### src/hdl/eul2q_pkg.sv
// ----------------------------------------------------------------------------
// eul2q_pkg
// Shared constants, types and arithmetic helpers for the Euler angle to
// quaternion pipeline.
// ----------------------------------------------------------------------------
package eul2q_pkg;

  localparam int ANGLE_BITS_DEF = 16;
  localparam int FRAC_BITS_DEF  = 14;

  localparam int WORK_FRAC     = 30;
  localparam int CORDIC_STAGES = 30;
  localparam int SQRT_STAGES   = 32;
  localparam int DIV_STAGES    = 31;

  localparam int CW     = 34;  // CORDIC x and y
  localparam int ZW     = 33;  // CORDIC residual phase
  localparam int SCW    = 32;  // sine and cosine
  localparam int MW     = 36;  // matrix and quaternion working width
  localparam int MUL_W  = 33;  // multiplier operand width
  localparam int SQW    = 64;  // square root radicand
  localparam int RADW   = 34;  // clamped radicand
  localparam int DOMW   = 31;  // dominant component
  localparam int DENW   = 33;  // reciprocal denominator
  localparam int RCPW   = 31;  // reciprocal

  localparam logic [31:0] CORDIC_GAIN = 32'h26DD3B6A;

  localparam logic [31:0] ATAN_PHASE [CORDIC_STAGES] = '{
    32'h20000000, 32'h12E4051E, 32'h09FB385B, 32'h051111D4, 32'h028B0D43,
    32'h0145D7E1, 32'h00A2F61E, 32'h00517C55, 32'h0028BE53, 32'h00145F2F,
    32'h000A2F98, 32'h000517CC, 32'h00028BE6, 32'h000145F3, 32'h0000A2FA,
    32'h0000517D, 32'h000028BE, 32'h0000145F, 32'h00000A30, 32'h00000518,
    32'h0000028C, 32'h00000146, 32'h000000A3, 32'h00000051, 32'h00000029,
    32'h00000014, 32'h0000000A, 32'h00000005, 32'h00000003, 32'h00000001
  };

  localparam logic [1:0] SEL_W = 2'd0;
  localparam logic [1:0] SEL_X = 2'd1;
  localparam logic [1:0] SEL_Y = 2'd2;
  localparam logic [1:0] SEL_Z = 2'd3;

  typedef logic signed [MW-1:0] work_t;

  typedef struct packed {
    work_t      p0;
    work_t      p1;
    work_t      p2;
    logic [1:0] sel;
  } side_t;

  function automatic work_t qmul(input logic signed [MUL_W-1:0] a,
                                 input logic signed [MUL_W-1:0] b);
    logic signed [2*MUL_W-1:0] prod;
    prod = a * b + (2*MUL_W)'(64'sd1 <<< (WORK_FRAC - 1));
    return MW'(prod >>> WORK_FRAC);
  endfunction

endpackage

### src/hdl/eul2q_sqrt_cell.sv
// ----------------------------------------------------------------------------
// eul2q_sqrt_cell
// One digit of the bitwise integer square root with its pipeline register.
// ----------------------------------------------------------------------------
module eul2q_sqrt_cell #(
  parameter int STAGE = 0
) (
  input  logic                          clk,
  input  logic                          en,
  input  logic [eul2q_pkg::SQW-1:0]     v_in,
  input  logic [eul2q_pkg::SQW-1:0]     res_in,
  output logic [eul2q_pkg::SQW-1:0]     v_out,
  output logic [eul2q_pkg::SQW-1:0]     res_out
);
  import eul2q_pkg::*;

  localparam logic [SQW-1:0] BIT = SQW'(1) << (SQW - 2 - 2 * STAGE);

  logic [SQW:0] trial;

  assign trial = {1'b0, res_in} + {1'b0, BIT};

  always_ff @(posedge clk) begin
    if (en) begin
      if ({1'b0, v_in} >= trial) begin
        v_out   <= v_in - trial[SQW-1:0];
        res_out <= (res_in >> 1) + BIT;
      end else begin
        v_out   <= v_in;
        res_out <= res_in >> 1;
      end
    end
  end

endmodule

### config.mk
export PLATFORM = sky130hd
export DESIGN_NAME = eul2q_sqrt_cell
export DESIGN_NICKNAME = d
export VERILOG_FILES = /design/src/hdl/eul2q_pkg.sv /design/src/hdl/eul2q_sqrt_cell.sv
export SDC_FILE = /design/constraint.sdc
export NUM_CORES = 1
export LEC_CHECK = 0
export ABC_AREA = 0
export BUFFER_PORTS_ARGS = -buffer_cell sky130_fd_sc_hd__buf_2
export CORE_MARGIN = 5
export CORE_UTILIZATION = 49
export DETAILED_ROUTE_END_ITERATION = 12
export PLACE_DENSITY = 0.87
export SETUP_SLACK_MARGIN = 0.05
export SYNTH_ARGS = -nofsm -noshare
export SYNTH_HDL_FRONTEND = slang
export SYNTH_SLANG_ARGS = --single-unit
### constraint.sdc
create_clock -name clk -period 4.85 [get_ports clk]
set_input_delay 0.2425 -clock clk [delete_from_list [all_inputs] [get_ports clk]]
set_output_delay 0.2425 -clock clk [all_outputs]
set_load 0.1 [all_outputs]
==> impl_metrics.ini <==
[status]
status = completed

[routing]
vias = 8433
detail_route.wl_per_cell_um = 19.04
drc = 0
via_per_inst = 5.860
drt-total-wl_um = 27390
drt_iter0_markers = 691
dr.pass1.iters = 6
antenna_left = 0

[power]
power.total_uw = 4666
leakage_uw = 0.005073
power_density_nw_per_um2 = 408.5
irDropWorstVdd_mv = 0.2808

[grt]
grt_pass1_wl_um = 43550
grt_pass1_vias = 8412
overflow = 0
antenna_found_initial = 2
grt_max_degree = 76
grt_use_total_pct = 25.08

[worst_hold_path]
min-delay-start = res_in[39]
whs_path_depth = 1
hp-class = input port to register
hold-path-endpoint = res_out[38]

[sta]
max_freq_ghz = 0.2408
rsz0062_at_grt = no
maxSlewViolCount = 0
min_period_over_period_pct = 85.61
relSlewSlack_pct = 40.61
hold_viol = 0
period_needed_ps = 4152
setup_viol = 0
fin_tns_setup_ps = 0
worstMarginPinSlew_ps = 883.3
worst_hold_slack_ps = 8.883

[floorplanning]
rows = 49
start_util_pct = 50.09
core_area_um2 = 18020
fp.dieArea_um2 = 21240
die_x_um = 145.7
fp.dieH_um = 145.7
io_pins = 258

[placed_design]
dp_hpwl_um = 20760
gp_congestion = 0.8543
dpl-instance-area_um2 = 10480
placed_cells = 1375
io_buffer_count = 257

[critical_path]
crit_required_ps = 5030
crit_path_start_kind = input port
cp.arrival_ps = 4340
path_class = input port to register
worstPathMaxFanout = 26
end_kind = register

[synthesis]
synthCells = 917
synth_area_um2 = 9029
synth_top_area_share_pct = 42.57
yosysWarnings = 0
synth-edff-count = 128
yosysSeqAreaShare_pct = 42.57
synthFlopType = edfxtp_1
synthArstFlopShare_pct = 0
avgSynthCellArea_um2 = 9.846
synth_seq_cells = 128
syn_nets = 1113
synth_area_leaders = edfxtp_1 (43%), ha_1 (9.0%), a21oi_1 (5.8%), mux2_1 (4.5%), inv_1 (3.7%)
synth_top_cell_by_area = edfxtp_1
synthDistinctLibCells = 71

[finish]
drive_gt1_share_pct = 25.89
multi_input_area_um2 = 4682
seqCellArea_um2 = 3844
syn2layout_area_growth_pct = 26.51
nFillCells = 1455
final_common_cell = buf_2
layout.cells.non_filler = 1439
nets = 1393
post-route-cell-area_um2 = 11420
final_cell_mix = buf_2 (256), edfxtp_1 (128), a21oi_1 (104)

[clock_tree]
ctsResizeCount = 0
path_clk_slew_ps = 60
cts_setup_buffers = 0
cts_hold_repair.buffers = 30
clock_path_buffers = 2
root_buffer = clkbuf_16
cts.sinks = 128
cts_made_buffers = 17
htreeDepth = 4
cts_tree = yes

[flow_run]
maxCapViolations = 0
## synthesized netlist by cell type, types with 3 or more instances
cell,instances
a211oi_1,4
a21o_1,25
a21oi_1,104
a22o_1,3
a31o_2,3
a31oi_1,9
and2_1,6
and3_1,13
and4_1,5
buf_2,3
buf_6,4
clkbuf_1,25
edfxtp_1,128
ha_1,65
inv_1,89
mux2_1,36
mux2_2,7
mux2i_1,4
nand2_1,68
nand3_1,15
nand4_1,16
nor2_1,50
nor2b_1,5
nor3_1,29
nor3b_1,4
nor4_1,4
o211ai_1,14
o21a_1,13
o21ai_0,40
o21bai_1,19
o31ai_1,4
or2_2,3
or3_1,5
xnor2_1,36
xor2_1,15
## critical path, stage by stage
cell and delay [ps]:
dlygate4sd3_1 530, buf_2 110, inv_1 40, ha_1 360
and3_1 220, o21ai_1 140, a311oi_2 440, o311ai_2 190
a31o_1 290, a21o_1 250, a211oi_4 250, or2_2 450
buf_4 430, mux2_2 380
## per-stage QoR
step | worst slack [ps] | util (%)
4_1_cts | 736.4 | 63.24
5_1_grt | 453.6 | 63.37
3_3_place_gp | 907.9 | 58.16
6_report | 697.9 | 63.37
2_1_floorplan | 1739 | -
3_5_place_dp | 819.1 | 58.16
## state kept, by name, summed over array words and instances, names as in the netlist
register / flops
res_out: 64
v_out: 64
## report_power, final
group / switching (µW) / internal (µW) / total [µW]
clock network: 510 / 856 / 1370
registers: 30.8 / 1380 / 1410
logic: 1460 / 439 / 1890
total: 2000 / 2670 / 4670
## per-layer routing
| metal | GRT usage, % | vias to the layer above | share of wire, % |
|---|---|---|---|
| li1 | - | 3980 | - |
| met3 | 5.232 | 42 | 7.8 |
| met4 | 7.649 | 2 | 1.9 |
| met5 | 0 | - | 0.047 |
| met1 | 32.65 | 4028 | 42 |
| met2 | 42.13 | 381 | 49 |
## worst max path at each step
stage / start / endpoint / slack [ps] / cells past startpoint
after global routing: res_in[19] / v_out[18] / 450 / 14
final: res_in[4] / v_out[8] / 700 / 14
after floorplan: res_in[19] / v_out[54] / 1740 / 13
after CTS: res_in[4] / v_out[8] / 740 / 14
after global placement: res_in[3] / v_out[8] / 910 / 13
after detailed placement: res_in[9] / v_out[8] / 820 / 13
## logic make-up after synthesis
family | after synthesis | share of synthesized area [%]
AOI/OAI and AO/OA | 272 | 19.54
and+or+nand+nor | 230 | 12.33
DFF | 128 | 42.57
buffers and inverters | 123 | 5.571
adders and majority gates | 66 | 9.229
xor gates and xnor gates | 51 | 4.947
muxes | 47 | 5.807
## area by class of cell
| class | instances | share of cell area [%] |
|---|---|---|
| Multi-Input combinational cell | 666 | 40.99 |
| Sequential cell | 128 | 33.65 |
| Inverter | 89 | 2.925 |
| Timing Repair Buffer | 295 | 14.51 |
| Clock inverter | 14 | 1.665 |
| Antenna cell | 1 | 0.02191 |
| Clock buffer | 17 | 3.724 |
| Tap cell | 229 | 2.508 |
Power figures use the tool's default switching activity.
