### config.mk
export PLATFORM = sky130hd
export DESIGN_NAME = eul2q_cordic_cell
export DESIGN_NICKNAME = d
export VERILOG_FILES = /design/src/hdl/eul2q_pkg.sv /design/src/hdl/eul2q_cordic_cell.sv
export SDC_FILE = /design/constraint.sdc
export NUM_CORES = 1
export LEC_CHECK = 0
export BUFFER_PORTS_ARGS = -buffer_cell sky130_fd_sc_hd__buf_2
export CAP_MARGIN = 30
export CORE_ASPECT_RATIO = 1.75
export CORE_MARGIN = 2
export CORE_UTILIZATION = 39
export CTS_CLUSTER_SIZE = 24
export DETAILED_ROUTE_END_ITERATION = 8
export PLACE_DENSITY = 0.71
export SLEW_MARGIN = 10
export SYNTH_ARGS = -nofsm -noshare
export SYNTH_HDL_FRONTEND = slang
export SYNTH_SLANG_ARGS = --single-unit
### constraint.sdc
create_clock -name clk -period 2.57 [get_ports clk]
set_input_delay 0.1285 -clock clk [delete_from_list [all_inputs] [get_ports clk]]
set_output_delay 0.1285 -clock clk [all_outputs]
set_load 0.05 [all_outputs]
### src/hdl/eul2q_pkg.sv
// ----------------------------------------------------------------------------
// eul2q_pkg
// Shared constants, types and arithmetic helpers for the Euler angle to
// quaternion pipeline.
// ----------------------------------------------------------------------------
package eul2q_pkg;

  localparam int ANGLE_BITS_DEF = 16;
  localparam int FRAC_BITS_DEF  = 14;

  localparam int WORK_FRAC     = 30;
  localparam int CORDIC_STAGES = 30;
  localparam int SQRT_STAGES   = 32;
  localparam int DIV_STAGES    = 31;

  localparam int CW     = 34;  // CORDIC x and y
  localparam int ZW     = 33;  // CORDIC residual phase
  localparam int SCW    = 32;  // sine and cosine
  localparam int MW     = 36;  // matrix and quaternion working width
  localparam int MUL_W  = 33;  // multiplier operand width
  localparam int SQW    = 64;  // square root radicand
  localparam int RADW   = 34;  // clamped radicand
  localparam int DOMW   = 31;  // dominant component
  localparam int DENW   = 33;  // reciprocal denominator
  localparam int RCPW   = 31;  // reciprocal

  localparam logic [31:0] CORDIC_GAIN = 32'h26DD3B6A;

  localparam logic [31:0] ATAN_PHASE [CORDIC_STAGES] = '{
    32'h20000000, 32'h12E4051E, 32'h09FB385B, 32'h051111D4, 32'h028B0D43,
    32'h0145D7E1, 32'h00A2F61E, 32'h00517C55, 32'h0028BE53, 32'h00145F2F,
    32'h000A2F98, 32'h000517CC, 32'h00028BE6, 32'h000145F3, 32'h0000A2FA,
    32'h0000517D, 32'h000028BE, 32'h0000145F, 32'h00000A30, 32'h00000518,
    32'h0000028C, 32'h00000146, 32'h000000A3, 32'h00000051, 32'h00000029,
    32'h00000014, 32'h0000000A, 32'h00000005, 32'h00000003, 32'h00000001
  };

  localparam logic [1:0] SEL_W = 2'd0;
  localparam logic [1:0] SEL_X = 2'd1;
  localparam logic [1:0] SEL_Y = 2'd2;
  localparam logic [1:0] SEL_Z = 2'd3;

  typedef logic signed [MW-1:0] work_t;

  typedef struct packed {
    work_t      p0;
    work_t      p1;
    work_t      p2;
    logic [1:0] sel;
  } side_t;

  function automatic work_t qmul(input logic signed [MUL_W-1:0] a,
                                 input logic signed [MUL_W-1:0] b);
    logic signed [2*MUL_W-1:0] prod;
    prod = a * b + (2*MUL_W)'(64'sd1 <<< (WORK_FRAC - 1));
    return MW'(prod >>> WORK_FRAC);
  endfunction

endpackage

### src/hdl/eul2q_cordic_cell.sv
// ----------------------------------------------------------------------------
// eul2q_cordic_cell
// One rotation-mode CORDIC micro-rotation with its pipeline register.
// ----------------------------------------------------------------------------
module eul2q_cordic_cell #(
  parameter int STAGE = 0
) (
  input  logic                               clk,
  input  logic                               en,
  input  logic signed [eul2q_pkg::CW-1:0]    x_in,
  input  logic signed [eul2q_pkg::CW-1:0]    y_in,
  input  logic signed [eul2q_pkg::ZW-1:0]    z_in,
  input  logic                               flip_in,
  output logic signed [eul2q_pkg::CW-1:0]    x_out,
  output logic signed [eul2q_pkg::CW-1:0]    y_out,
  output logic signed [eul2q_pkg::ZW-1:0]    z_out,
  output logic                               flip_out
);
  import eul2q_pkg::*;

  logic signed [ZW-1:0] step;
  logic signed [CW-1:0] dx;
  logic signed [CW-1:0] dy;

  assign step = $signed({1'b0, ATAN_PHASE[STAGE]});
  assign dx   = y_in >>> STAGE;
  assign dy   = x_in >>> STAGE;

  always_ff @(posedge clk) begin
    if (en) begin
      if (!z_in[ZW-1]) begin
        x_out <= x_in - dx;
        y_out <= y_in + dy;
        z_out <= z_in - step;
      end else begin
        x_out <= x_in + dx;
        y_out <= y_in - dy;
        z_out <= z_in + step;
      end
      flip_out <= flip_in;
    end
  end

endmodule

==> summary.log <==
[routing] detailed-router iteration count before antenna repair 8
[power] fraction of power spent switching nets 41.6%
[clock_network] TritonCTS buffer count 9
[global_route] antenna violations before repair 1
[worst_hold_path] Min-Delay Startpoint z_in[29]
[placement] final RePlAce weighted congestion 0.981
[timing] Final Hold Viols 0
[synth] Netlist Area Pre-Place 0.00895 sq mm
[synth] complex-gate fraction of the synthesized area 23.2%
[power] relative contribution of combinational cells to total power 49.3%
[synth] commonest register cell after synthesis sky130_fd_sc_hd__edfxtp_1
[clock_network] CTS root buffer sky130_fd_sc_hd__clkbuf_16
[global_route] Overflow after GRT 0
[synth] combinational family with the most area after synthesis compound AO/OA/AOI/OAI gates
[routing] detailed-routed wire length on met2 17700 um
[global_route] maximum number of pins on one net before global-route repair 52
[global_route] wire length of the first global-routing pass 48100 um
[routing] highest metal used met4
[synth] adder-cell share of the synthesized area 15.0%
[timing] minimum clock period after layout 2.61 ns
[clock_network] number of sinks driven by the clock tree 101
[timing] fmax 0.384 GHz
[run_status] run status finished with violations
[placement] PortBufs 205
[die] standard-cell row count 73
[power] switching component of the power 2.93 mW
[finish] Layout area overhead 52.0%
[timing] Final Setup Violations 1
[synth] flip-flop and latch count after synthesis 101
[worst_setup_path] sort of element at the end of the critical path register
[routing] vias per cell 5.19
[die] starting density of the core 39.5%
[power] relative contribution of sequential cells to total power 30.9%
[worst_hold_path] type of the worst min-delay path in -> reg
[finish] share of cells above drive strength 1 40.6%
[die] Die Wd 119 um
[routing] wire length on met3 1000 um
[synth] mean post-synth cell area 8.80 sq um
[synth] warnings from Yosys 0
[placement] area after detailed placement 0.0124 sq mm
[synth] most instantiated cells after synthesis 121 x sky130_fd_sc_hd__a21oi_1, 104 x sky130_fd_sc_hd__inv_1, 101 x sky130_fd_sc_hd__edfxtp_1, 101 x sky130_fd_sc_hd__ha_1, 96 x sky130_fd_sc_hd__nor2_1
[timing] unrepaired setup endpoints after global routing yes
[worst_setup_path] largest fanout on the critical path 3
[synth] cells after synthesis 1017
[timing] least setup slack across all paths after layout -0.0374 ns
[synth] fraction of synthesized cell area taken by the top area cell type 33.9%
[clock_network] clock tree from TritonCTS yes
[worst_hold_path] hold-critical path endpoint z_out[29]
[timing] Slew headroom 57.0%
[routing] routed length on met1 10700 um
[routing] average routed wire per standard cell 17.6 um
[die] I/O pin cnt 206
[power] pwr/cell area 518 mW/mm^2
[power] leakage power of the design 6.30 nW
[synth] synth top area cells sky130_fd_sc_hd__edfxtp_1 34%, sky130_fd_sc_hd__ha_1 14%, sky130_fd_sc_hd__a21oi_1 6.8%
[worst_hold_path] Worst Hold Depth 2
[routing] wire length after detailed routing 31800 um
[timing] transition time at the pin with the least slew margin 0.635 ns
[finish] Fillers 2037
[clock_network] Worst-path clk slew 0.08 ns
[finish] cell area after layout 0.0136 sq mm
[routing] number of DRC violations after detailed-routing iteration 0 497
[timing] max-slew violation total from the final report 0
[die] Chip Height 204 um
[power] Clock Power Share 19.8%
[worst_setup_path] classification of the worst setup path in -> reg
[finish] Post-Layout Cell Count 1810
[power] total chip power 7.04 mW
[placement] estimated wirelength of the detail-placed design 25700 um
[synth] FFs w/ async S/R, synth 0%
[synth] nets in the synthesized netlist 1226
[global_route] number of global-route vias before repair 9686
[worst_setup_path] critical path data required time 2.68 ns
[placement] number of cells after detailed placement 1753
[timing] final worst-path cycle share 101%
[finish] end-of-flow core utilization 60.0%
[die] Placeable Area 0.0227 sq mm
[finish] nets 1713
[synth] Yosys top cell by area sky130_fd_sc_hd__edfxtp_1
[clock_network] CTS H-tree lvls 3
[routing] number of vias in the routed layout 9392
[synth] number of distinct standard cells referenced by the synthesized netlist 77
[synth] Post-synth EDFFs 101
[job] number of maximum-capacitance violations 0
[synth] fraction of synthesized area in multiplexers 1.82%
[routing] DRC 0
[die] die area 0.0242 sq mm
[run_status] violated checks negative setup slack
[power] internal portion of total power 4.11 mW
[synth] most frequent cell after synthesis sky130_fd_sc_hd__a21oi_1
[worst_setup_path] type of element launching the critical path input port
[synth] simple logic cell fraction of the synthesized area 13.3%
[worst_setup_path] arrival time at the worst endpoint 2.72 ns
[synth] Synth Area in XOR/XNOR 5.97%
[routing] post-detailed-route count of antenna-violating nets 0
[global_route] Total GRT Usage 25.7%
[clock_network] maximum root-to-sink buffer count 2
[synth] sequential-to-total area share from yosys stat 33.9%
[power] highest ir drop seen on vdd 0.000347 V
registers in the layout, summed over array words and instances (netlist names):
| register | count |
|---|---|
| flip_out | 1 |
| x_out | 34 |
| y_out | 33 |
| z_out | 33 |
layout make-up:
| cell class | instances | area [sq um] | share of cell area [%] |
|---|---|---|---|
| Timing Repair Buffer | 519 | 3530 | 26.0 |
| Clock buffer | 9 | 225 | 1.66 |
| Inverter | 111 | 427 | 3.14 |
| Sequential cell | 101 | 3030 | 22.3 |
| Tap cell | 300 | 375 | 2.76 |
| Clock inverter | 7 | 73.8 | 0.543 |
| Antenna cell | 1 | 2.50 | 0.0184 |
| Multi-Input combinational cell | 762 | 5930 | 43.6 |
through the flow:
stage / setup slack, ns / TNS [ns] / hold slack, ns
final: -0.0374 / -0.0374 / 0.0166
after global routing: -0.0983 / -0.187 / 0.00778
after global placement: -0.619 / -14.21 / 0.306
after detailed placement: -0.658 / -14.78 / 0.307
after floorplan: -0.138 / -0.182 / 0.227
after CTS: -0.0295 / -0.0295 / 0.00189
critical path, stage by stage:
cell and delay (ns):
sky130_fd_sc_hd__buf_8 0.08, sky130_fd_sc_hd__ha_4 0.13, sky130_fd_sc_hd__fa_2 0.20, sky130_fd_sc_hd__or3b_4 0.39, sky130_fd_sc_hd__a311o_1 0.36, sky130_fd_sc_hd__a21oi_2 0.25, sky130_fd_sc_hd__o21bai_4 0.13, sky130_fd_sc_hd__a31oi_4 0.22
sky130_fd_sc_hd__o311ai_4 0.12, sky130_fd_sc_hd__nand2_2 0.10, sky130_fd_sc_hd__o41ai_2 0.08, sky130_fd_sc_hd__or4b_1 0.53
power by group through the flow:
stage          registers [mW]  logic, mW  clock network, mW
6_report                 2.18       3.47               1.40
5_1_grt                  2.20       3.69               1.49
4_1_cts                  2.18       3.30               1.44
3_5_place_dp             2.22       3.22                  0
3_3_place_gp             2.21       3.19                  0
2_1_floorplan            3.03       1.16                  0
worst max path at each step:
| stage | start | to | slack, ns |
|---|---|---|---|
| after floorplan | y_in[17] | y_out[30] | -0.14 |
| after global placement | x_in[18] | y_out[30] | -0.62 |
| after detailed placement | y_in[18] | y_out[30] | -0.66 |
| after CTS | y_in[0] | y_out[30] | -0.03 |
| after global routing | y_in[0] | y_out[30] | -0.1 |
| final | y_in[0] | y_out[30] | -0.04 |
logic make-up after synthesis:
family	Yosys count
mux	16
simple gates	251
xor+xnor	61
compound gates	329
buf+inv	154
fa+ha+maj	105
flops	101
cell usage in the layout, fill, tap and decap left out, drive strengths merged, types with 4 or more instances in the layout:
| cell | synthesis | routed |
|---|---|---|
| fa | 4 | 4 |
| edfxtp | 101 | 101 |
| o22ai | 7 | 7 |
| nand4 | 8 | 8 |
| o21ai | 70 | 70 |
| nor3 | 20 | 20 |
| o21a | 5 | 5 |
| inv | 108 | 112 |
| o41ai | 5 | 5 |
| a2111oi | 5 | 5 |
| nor4 | 8 | 8 |
| buf | 24 | 488 |
| o31ai | 12 | 12 |
| nand2b | 13 | 13 |
| a31oi | 7 | 7 |
| xor2 | 14 | 14 |
| nor2b | 8 | 8 |
| clkinv | 3 | 6 |
| and2 | 6 | 6 |
| dlygate4sd3 | 0 | 30 |
| and3 | 5 | 5 |
| o21bai | 20 | 20 |
| a21boi | 4 | 4 |
| nand2 | 59 | 59 |
| a221oi | 4 | 4 |
| a21o | 18 | 18 |
| o211ai | 10 | 10 |
| nand3 | 9 | 9 |
| mux2i | 14 | 14 |
| a21oi | 122 | 122 |
| a31o | 5 | 5 |
| ha | 101 | 101 |
| a211oi | 10 | 10 |
| nor2 | 96 | 96 |
| o21ba | 4 | 4 |
| xnor2 | 47 | 47 |
| clkbuf | 19 | 10 |
what timing repair did:
item / in CTS / in global routing
resized for setup: 23 / 85
pin swaps: 11 / 33
hold buffers: 30 / 0
buffers inserted: 1 / 10
hold endpoints to repair: 30 / 0
setup endpoints to repair: 16 / 23
metal layers:
layer,track usage [%],vias up
li1,-,4602
met1,23.7,4373
met2,50.6,295
met3,3.79,122
met4,17.8,0
met5,0,-
Power figures use the tool's default switching activity.
